## config.mk

```make
export PLATFORM = sky130hd
export DESIGN_NAME = mnb_ctrl
export DESIGN_NICKNAME = d
export VERILOG_FILES = /design/src/design/mnb_pkg.sv /design/src/design/mnb_ctrl.sv
export SDC_FILE = /design/constraint.sdc
export NUM_CORES = 1
export LEC_CHECK = 0
export ABC_AREA = 0
export BUFFER_PORTS_ARGS = -buffer_cell sky130_fd_sc_hd__clkbuf_2
export CAP_MARGIN = 20
export CORE_MARGIN = 1.5
export CORE_UTILIZATION = 39
export CTS_CLUSTER_SIZE = 20
export DETAILED_ROUTE_END_ITERATION = 7
export PLACE_DENSITY = 0.87
export SYNTH_ARGS = -nofsm -noshare
export SYNTH_HDL_FRONTEND = slang
export SYNTH_SLANG_ARGS = --single-unit
export TNS_END_PERCENT = 30
```

## constraint.sdc

```tcl
create_clock -name clk -period 3.8 [get_ports clk]
set_clock_uncertainty 0.2 [all_clocks]
set_input_delay 0.19 -clock clk [delete_from_list [all_inputs] [get_ports clk]]
set_output_delay 0.19 -clock clk [all_outputs]
set_load 0.02 [all_outputs]
```

## src/design/mnb_pkg.sv

```systemverilog
package mnb_pkg;
	localparam int NUM_CLASSES   = 16;
	localparam int NUM_FEATURES  = 256;
	localparam int COUNT_WIDTH   = 32;
	localparam int LOG_FRAC_BITS = 16;
	localparam int TOTAL_WIDTH   = COUNT_WIDTH + 8;
	localparam int SCORE_WIDTH   = 48;
	localparam int CLS_W         = 4;
	localparam int FEAT_W        = 8;
	localparam int ADDR_W        = CLS_W + FEAT_W;
	localparam int DEPTH         = NUM_CLASSES * NUM_FEATURES;
	localparam int LOGV_W        = 7 + LOG_FRAC_BITS;

	localparam logic [1:0] CMD_TRAIN   = 2'd0;
	localparam logic [1:0] CMD_PREDICT = 2'd1;
	localparam logic [1:0] CMD_CLEAR   = 2'd2;

	localparam logic CFG_CLASSES  = 1'b0;
	localparam logic CFG_FEATURES = 1'b1;

	typedef struct packed {
		logic [1:0]  command;
		logic [3:0]  sample_class;
		logic [7:0]  feature_index;
		logic [15:0] feature_value;
		logic        last;
	} in_item_t;

	typedef struct packed {
		logic [3:0]         predicted_class;
		logic signed [47:0] best_score;
	} out_item_t;

	typedef enum logic [4:0] {
		ST_CLEAR, ST_IDLE, ST_TR_RD, ST_TR_WR, ST_PR_RD, ST_PR_LD, ST_PR_NUM,
		ST_PR_LOGN, ST_PR_LOGD, ST_PR_MUL, ST_PR_ACC, ST_PO_LD, ST_PO_NUM,
		ST_PO_LOGN, ST_PO_LOGD, ST_PO_CMP, ST_OUT
	} state_t;

	typedef struct packed {
		logic clr_wr;     // write zero at clear counter
		logic clr_regs;   // zero small stores
		logic tr_rd;      // read count entry
		logic tr_wr;      // write updated entry and totals
		logic pr_rd;      // read entry of class counter
		logic ld;         // load log operands
		logic log_start;
		logic log_sel_den;
		logic log_prior;
		logic mul;
		logic acc;
		logic cmp;
		logic cls_first;
		logic cls_next;
		logic clr_scores;
	} cmd_t;

	typedef struct packed {
		logic clr_done;
		logic log_done;
		logic cls_last;
	} stat_t;
endpackage

```

## src/design/mnb_ctrl.sv

```systemverilog
module mnb_ctrl import mnb_pkg::*; (
	input  logic     clk,
	input  logic     arst_n,
	input  logic     in_valid,
	output logic     in_ready,
	output logic     item_load,
	input  in_item_t item,
	input  in_item_t item_q,
	input  logic [4:0] nc,
	input  logic [8:0] nf,
	input  stat_t    stat,
	output cmd_t     cmd,
	output logic     out_valid,
	input  logic     out_ready
);
	state_t st_q, st_d;
	logic feat_ok;

	assign feat_ok = {1'b0, item_q.feature_index} < nf;
	assign in_ready = (st_q == ST_IDLE);
	assign item_load = in_valid && in_ready;

	always_ff @(posedge clk or negedge arst_n) begin
		if (!arst_n) begin
			st_q <= ST_CLEAR;
		end else begin
			st_q <= st_d;
		end
	end

	always_comb begin
		st_d = st_q;
		case (st_q)
			ST_CLEAR: if (stat.clr_done) st_d = ST_IDLE;
			ST_IDLE: if (item_load) begin
				case (item.command)
					CMD_TRAIN:   st_d = ({1'b0, item.sample_class} < nc) ? ST_TR_RD : ST_IDLE;
					CMD_PREDICT: st_d = ST_PR_RD;
					CMD_CLEAR:   st_d = ST_CLEAR;
					default:     st_d = ST_IDLE;
				endcase
			end
			ST_TR_RD: st_d = ST_TR_WR;
			ST_TR_WR: st_d = ST_IDLE;
			ST_PR_RD: st_d = !feat_ok ? (item_q.last ? ST_PO_LD : ST_IDLE) : ST_PR_LD;
			ST_PR_LD: st_d = ST_PR_NUM;
			ST_PR_NUM: st_d = ST_PR_LOGN;
			ST_PR_LOGN: if (stat.log_done) st_d = ST_PR_LOGD;
			ST_PR_LOGD: if (stat.log_done) st_d = ST_PR_MUL;
			ST_PR_MUL: st_d = ST_PR_ACC;
			ST_PR_ACC: st_d = stat.cls_last ? (item_q.last ? ST_PO_LD : ST_IDLE) : ST_PR_RD;
			ST_PO_LD: st_d = ST_PO_NUM;
			ST_PO_NUM: st_d = ST_PO_LOGN;
			ST_PO_LOGN: if (stat.log_done) st_d = ST_PO_LOGD;
			ST_PO_LOGD: if (stat.log_done) st_d = ST_PO_CMP;
			ST_PO_CMP: st_d = stat.cls_last ? ST_OUT : ST_PO_LD;
			ST_OUT: if (out_ready) st_d = ST_IDLE;
			default: st_d = ST_IDLE;
		endcase
	end

	always_comb begin
		cmd = '0;
		out_valid = 1'b0;
		case (st_q)
			ST_CLEAR: begin
				cmd.clr_wr = !stat.clr_done;
				cmd.clr_regs = stat.clr_done;
			end
			ST_IDLE: cmd.cls_first = 1'b1;
			ST_TR_RD: cmd.tr_rd = 1'b1;
			ST_TR_WR: cmd.tr_wr = feat_ok || item_q.last;
			ST_PR_RD: begin
				cmd.pr_rd = 1'b1;
				cmd.cls_first = !feat_ok;
			end
			ST_PR_LD: cmd.ld = 1'b1;
			ST_PR_NUM: cmd.log_start = 1'b1;
			ST_PR_LOGN: begin
				cmd.log_start = stat.log_done;
				cmd.log_sel_den = stat.log_done;
			end
			ST_PR_LOGD: cmd = '0;
			ST_PR_MUL: cmd.mul = 1'b1;
			ST_PR_ACC: begin
				cmd.acc = 1'b1;
				cmd.cls_next = !stat.cls_last;
				cmd.cls_first = stat.cls_last;
			end
			ST_PO_LD: begin
				cmd.log_prior = 1'b1;
				cmd.ld = 1'b1;
			end
			ST_PO_NUM: begin
				cmd.log_prior = 1'b1;
				cmd.log_start = 1'b1;
			end
			ST_PO_LOGN: begin
				cmd.log_prior = 1'b1;
				cmd.log_start = stat.log_done;
				cmd.log_sel_den = stat.log_done;
			end
			ST_PO_LOGD: cmd.log_prior = 1'b1;
			ST_PO_CMP: begin
				cmd.log_prior = 1'b1;
				cmd.cmp = 1'b1;
				cmd.cls_next = !stat.cls_last;
				cmd.clr_scores = stat.cls_last;
			end
			ST_OUT: out_valid = 1'b1;
			default: cmd = '0;
		endcase
	end
endmodule

```

* Word-level counts from Yosys, hierarchy flattened
Cells that the tools add are included.
** Cells by class
- Magnitude comparators :: 2
- Equality and inequality tests :: 25
- Muxes and demuxes :: 29
- Reductions and logical operators :: 13
** Operators by type and width (number)
- case mux 5 bit (16 select lines) :: 1
- 2-to-1 mux 5 bit :: 9
- equality test 5 x 4 -> 1 bit (second input constant) :: 8
- equality test 5 x 3 -> 1 bit (second input constant) :: 4
- 2-to-1 mux 1 bit :: 12
- inequality test 2 bit (second input constant) :: 6
- equality test 5 x 2 -> 1 bit (second input constant) :: 2
- less-than comparator 8 x 9 -> 1 bit :: 1
- case mux 3 bit (3 select lines) :: 1
- 2-to-1 mux 4 bit :: 2
- OR reduction 2 bit :: 4
- AND reduction 7 bit :: 1
- equality test 5 x 1 -> 1 bit (second input constant) :: 1
- equality test 5 bit (second input constant) :: 1
- zero test 5 bit :: 1
- less-than comparator 4 x 5 -> 1 bit :: 1
- OR reduction 5 bit :: 1
- 2-to-1 mux 2 bit :: 2
- zero test 1 bit :: 3
- case mux 1 bit (3 select lines) :: 1
- equality test 2 x 1 -> 1 bit (second input constant) :: 1
- equality test 2 bit (second input constant) :: 1
- zero test 2 bit :: 1
- inequality test 2 x 1 -> 1 bit (second input constant) :: 1
- other kinds (3) :: 3
** Word-level totals
- Flip-flop bits (word level) :: 5
- Input port bits :: 83
- Word-level logic and storage cells :: 70

* Longest topological paths before layout
Gate-level depths: netlist (run 1).
- Depth in word-level cells :: 5
- Gate-level depth with buffers :: 7

* Worst setup path before layout (run 1)
Ideal clock, no wire load.
- Path kind :: flip-flop to output port
- From :: reg st_q[1]
- To :: out cmd[8] (netlist name)
- Arrival time :: 1.893 ns
- Setup slack :: 1.517 ns
- Cell stages (with the launch flop) :: 5
- Path buffers :: 2
- Cells stage by stage :: dfrtp_1 -> buf_6 -> buf_4 -> xnor2_1 -> a2111oi_0
** RTL lines
- start: declaration :: RTL line mnb_ctrl.sv:16 : state_t st_q, st_d;
- start signal: assignment :: RTL line mnb_ctrl.sv:27 : st_q <= st_d;
- end: declaration :: RTL line mnb_ctrl.sv:12 : output cmd_t cmd,

==> impl_metrics.yaml, run 1 <==
outcome:
  status: "completed"
power_and_ir_drop:
  power-per-cell-area_nw_per_um2: 554
  comb_power_share: 0.700
  peakVddDrop_v: 0.000382
  seqPwrFrac: 0.217
  leakage_nw: 0.694
  swShare: 0.544
  p_int_mw: 0.333
  clockPowerShare: 0.083
  power_switching_mw: 0.397
placement:
  place_hpwl_um: 2230
  place_congestion: 0.873
  post_dp_cell_area_sq_um: 1280
  io_buffer_count: 53
  place_inst: 220
  dp_slack_ps: 1730
worst_hold_path:
  min_path_type: "in2reg"
  hold_depth: 4
clock_network:
  post-cts-setup-buffer-count: 0
  cts_inserted_buffers: 3
  ctsHoldBuffers: 1
  cts-root-buf: "clkbuf_4"
  clk_path_buf_depth: 2
  post_cts_resized: 0
  cts.htree.levels: 1
  insertion_delay_ps: 240
  clk_pin_slew_ps: 40
  clock-sinks: 5
  cts_tree: "done"
logic_synthesis:
  synth.top_cell.area_share: 0.147
  syn_avg_cell_area_sq_um: 7.12
  syn-cell-area_sq_um: 1020
  synthFlopType: "dfrtp_1"
  synthesis.nets: 239
  synth-edff-count: 0
  synth-seq-cells: 5
  synthCells: 144
  synth_area_leaders: "ha_1 15%, dfrtp_1 12%, a21oi_1 7.8%"
  synthArstFlopShare: 1.00
  ys_warn_count: 0
  seq_area_frac_synth: 0.122
  synth_cell_types: 44
  synth_area_leader_cell: "ha_1"
global_route:
  grt_pass1_wl_um: 4060
  grt_pass1_vias: 967
  grt-ovfl-total: 0
  grt_usage: 0.185
  grt_max_degree: 19
  antenna_found_initial: 0
cells_and_area:
  nets: 291
  top_regs: "st_q x5"
  regMostFlops: "st_q"
  utilization: 0.532
  largest_reg_flops: 5
  final_cells: 225
  antenna_cells: 0
  finalInstanceArea_sq_um: 1320
  layout-drive-gt1-share: 0.333
  area_delta_synth_final_pct: 28.7
timing:
  fmax_mhz: 426
  fin_ws_ps: 1450
  rsz0062_at_grt: "false"
  slew_headroom: 0.610
  setup_violations: 0
  finalHoldViolations: 0
  drv_slew: 0
  period_minus_slack_ps: 2350
  finalCritPeriodShare: 0.618
  worst_pin_slew_ps: 585
  timing.setup.tns_ps: 0
detailed_routing:
  dr.pass1.iters: 4
  dr_total_vias: 1196
  routed_via_density: 5.32
  dr.first_iter.drc_count: 34
  wl_per_cell_um: 11.8
  drc: 0
  antenna_left: 0
  wirelength_um: 2650
floorplanning:
  die_h_um: 54.3
  dieWidth_um: 54.3
  ios: 101
  rows: 18
  coreArea_sq_um: 2480
  dieArea_sq_um: 2940
  start_util: 0.414
run:
  max_cap_viol_count: 0
critical_path:
  critPathLaunchType: "flop"
  arrival_ps: 1960
  endpoint_kind: "primary output"
  crit_type: "reg2out"
  path_max_fanout: 18
  reg2reg_depth: 4
  required_ps: 3410
[final timing paths]
check / from / endpoint / slack [ps]
worst max-delay path: st_q[1]$_DFFE_PN0P_ / cmd[2] / 1450
max in group asynchronous: arst_n / st_q[3]$_DFFE_PN0P_ / 3180
worst min-delay path: out_ready / st_q[4]$_DFFE_PN0P_ / 40
min in group asynchronous: arst_n / st_q[2]$_DFFE_PN0P_ / 90
worst min register to register: st_q[0]$_DFFE_PN0P_ / st_q[0]$_DFFE_PN0P_ / 680
worst max register to register: st_q[1]$_DFFE_PN0P_ / st_q[1]$_DFFE_PN0P_ / 1730
[cells by family after synthesis]
family / Yosys count / synth area share
AO/OA/AOI/OAI: 43 / 0.269
XOR/XNOR: 2 / 0.0171
adder cells (fa/ha/maj): 12 / 0.147
buffers and inverters: 26 / 0.114
flip-flops: 5 / 0.122
multiplexers: 3 / 0.0305
AND/OR/NAND/NOR: 53 / 0.302
[placed cells by master, fill, tap and decap left out, types with 2 or more instances in the layout]
cell type / synthesis / final
a2111oi_0: 2 / 2
a211oi_1: 3 / 3
a21oi_1: 16 / 16
a31oi_1: 4 / 4
and2_1: 3 / 3
and3_1: 4 / 4
clkbuf_2: 0 / 53
clkbuf_4: 0 / 3
dfrtp_1: 5 / 5
ha_1: 12 / 12
inv_1: 17 / 17
inv_2: 2 / 2
mux2i_1: 2 / 2
nand2_1: 7 / 7
nand2b_1: 5 / 5
nor2_1: 10 / 10
nor2b_1: 7 / 7
nor3_1: 6 / 6
o21ai_0: 6 / 6
o21ai_1: 3 / 3
xnor2_1: 2 / 2
[routing by layer]
layer | part of all wire | wire (um) | up-vias | global-route usage
li1 | - | - | 618 | -
met2 | 0.47 | 1240 | 60 | 0.331
met3 | 0.11 | 281 | 0 | 0.0546
met5 | 0 | 0 | - | 0
met1 | 0.43 | 1140 | 518 | 0.231
met4 | 0 | 0 | 0 | 0
[per-stage QoR]
stage / power (mW) / hold WS (ps)
after floorplan: 0.551 / -306
after global placement: 0.656 / -193
after detailed placement: 0.668 / -192
after CTS: 0.733 / 41.6
after global routing: 0.792 / 80.4
final: 0.730 / 41.5
[worst max-delay path: stages (launching register included)]
cell and delay (ps):
dfrtp_1 580, or3_4 460, nor2_1 330, a21oi_1 70, o21ai_1 90, clkbuf_2 190
[power groups by stage]
stage	registers (mW)	clock network [mW]	logic (mW)
6_report	0.158	0.0605	0.511
3_3_place_gp	0.156	0	0.500
4_1_cts	0.157	0.0631	0.513
2_1_floorplan	0.0848	0	0.467
5_1_grt	0.164	0.0661	0.562
3_5_place_dp	0.158	0	0.510
[cells in the mapped netlist, types with 2 or more instances]
library cell  number
nand2b_1           5
o21ai_1            3
buf_4              2
nand2_1            7
inv_2              2
a211oi_1           3
and2_1             3
o21ai_0            6
dfrtp_1            5
xnor2_1            2
nor3_1             6
a2111oi_0          2
a31oi_1            4
a21oi_1           16
inv_1             17
nor2_1            10
and3_1             4
buf_2              3
mux2i_1            2
nor2b_1            7
ha_1              12
[layout make-up]
class / instances / area, sq um
fillers: 263 / 1160
flip-flops and latches: 5 / 125
multi-input cells: 113 / 783
well taps: 30 / 37.5
inverters: 19 / 71.3
repair buffers: 54 / 275
clock buffers: 4 / 26.3
(Power assumes the default switching activity.)
==> run 2, diff against run 1 <==
- CORE_UTILIZATION: 39 -> 36
- PLACE_DENSITY: 0.87 -> 0.81
- clock period: 3.8 -> 2.2 ns (I/O delays scaled with it)
==> impl_metrics.yaml, run 2 (synthesis results as in run 1) <==
floorplanning:
  start_util: 0.375
  coreArea_sq_um: 2730
  ios: 101
  rows: 19
  dieWidth_um: 56.4
  die_h_um: 56.4
  dieArea_sq_um: 3180
critical_path:
  worstReg2RegEnd: "st_q[3]$_DFFE_PN0P_"
  crit_chain: "mux2_2 -> nor3_2 -> a21oi_1 -> and2_4 -> a31o_1"
  r2r_setup_slack_ps: 130
  arrival_ps: 2000
  endpoint_kind: "flop"
  reg2reg_depth: 5
  crit_buf_inv: 0
  path_max_fanout: 16
  slowest_stage: "dfrtp_1"
  required_ps: 2130
  reg2reg_from: "st_q[0]$_DFFE_PN0P_"
  cp_top_family: "flip-flops"
  cp_slowest_stage_delay_ps: 660
  crit_type: "reg2reg"
  critPathLaunchType: "flop"
detailed_routing:
  dr.pass1.iters: 4
  antenna_left: 0
  wl_per_cell_um: 12.1
  drc: 0
  dr.first_iter.drc_count: 32
  dr_total_vias: 1257
  routed_via_density: 5.39
  wirelength_um: 2830
cells_and_area:
  antenna_cells: 0
  area_delta_synth_final_pct: 34.6
  largest_reg_flops: 5
  layout_common_cells: "53 x clkbuf_2, 17 x inv_1, 16 x a21oi_1"
  regArea_sq_um: 125
  nets: 298
  multi_input_area_sq_um: 787
  top_regs: "st_q x5"
  fillers: 264
  layout-drive-gt1-share: 0.356
  final_common_cell: "clkbuf_2"
  regMostFlops: "st_q"
timing:
  rsz0062_at_grt: "false"
  fmax_mhz: 484
  drv_slew: 0
  worst_pin_slew_ps: 521
  fin_ws_ps: 134
  setup_violations: 0
  period_minus_slack_ps: 2070
  timing.setup.tns_ps: 0
  finalCritPeriodShare: 0.939
  finalHoldViolations: 2
  whs_ps: -0.390
  slew_headroom: 0.653
placement:
  place_congestion: 0.941
  place_hpwl_um: 2340
  dp_slack_ps: 201
  io_buffer_count: 53
run:
  max_cap_viol_count: 0
power_and_ir_drop:
  power-per-cell-area_nw_per_um2: 979
  leakage_nw: 0.729
  total_power_mw: 1.35
  peakVddDrop_v: 0.000532
clock_network:
  cts_tree: "done"
  clk_path_buf_depth: 2
  cts-root-buf: "clkbuf_4"
  cts_inserted_buffers: 3
  cts.htree.levels: 1
  clk_pin_slew_ps: 50
  clock-sinks: 5
  insertion_delay_ps: 250
  post-cts-setup-buffer-count: 0
global_route:
  grt_pass1_wl_um: 4800
  grt_pass1_vias: 1177
  grt_max_degree: 17
  grt_usage: 0.185
  antenna_found_initial: 0
  grt-ovfl-total: 0
outcome:
  violations: "negative hold slack"
  status: "finished with violations"
worst_hold_path:
  min_path_type: "in2async"
[run 2: what timing repair did]
action | 4_1_cts | 5_1_grt
setup endpoints to repair | 0 | 1
gates resized for setup | 0 | 1
hold buffers | 2 | 0
endpoints found under the hold margin | 6 | 0
[run 2: how the worst max path moves through the flow]
| stage | start | endpoint | slack [ps] | depth (start not counted) |
|---|---|---|---|---|
| global placement | st_q[0]$_DFFE_PN0P_ | st_q[3]$_DFFE_PN0P_ | 210 | 5 |
| finish | st_q[0]$_DFFE_PN0P_ | st_q[3]$_DFFE_PN0P_ | 130 | 5 |
| global route | st_q[0]$_DFFE_PN0P_ | st_q[2]$_DFFE_PN0P_ | 7 | 5 |
| detailed placement | st_q[0]$_DFFE_PN0P_ | st_q[3]$_DFFE_PN0P_ | 200 | 5 |
| CTS | st_q[3]$_DFFE_PN0P_ | cmd[2] | 70 | 5 |
| floorplan | st_q[1]$_DFFE_PN0P_ | cmd[8] | 240 | 4 |
[run 2: layout make-up]
cell class                 instances  share of cell area
clock buffer                       4              0.0191
inverter                          19              0.0517
multi-input combinational        113               0.571
sequential                         5              0.0907
tap                               31              0.0281
timing repair buffer              61               0.240
[run 2: layer usage]
layer,track usage,vias to the layer above,share of wire
met5,0,-,0
li1,-,627,-
met1,0.216,572,0.44
met2,0.329,54,0.47
met3,0.0392,4,0.079
met4,0.0714,0,0.013
[run 2: where the power goes]
group	switching, mW	leakage (nW)	internal (mW)	total, mW
sequential	0.112	0.0642	0.126	0.238
combinational	0.567	0.650	0.433	1.00
clock	0.0429	0.0150	0.0689	0.112
total	0.722	0.729	0.628	1.35
[run 2: per-stage QoR]
| stage | cells | util | area [sq um] | hold slack [ps] |
|---|---|---|---|---|
| detailed placement | 227 | 0.486 | 1330 | -271 |
| finish | 233 | 0.504 | 1380 | -0.390 |
| floorplan | 144 | - | 1030 | -386 |
| CTS | 233 | 0.503 | 1380 | 8.71 |
| global route | 233 | 0.504 | 1380 | 14.1 |
| global placement | 227 | 0.486 | 1330 | -273 |
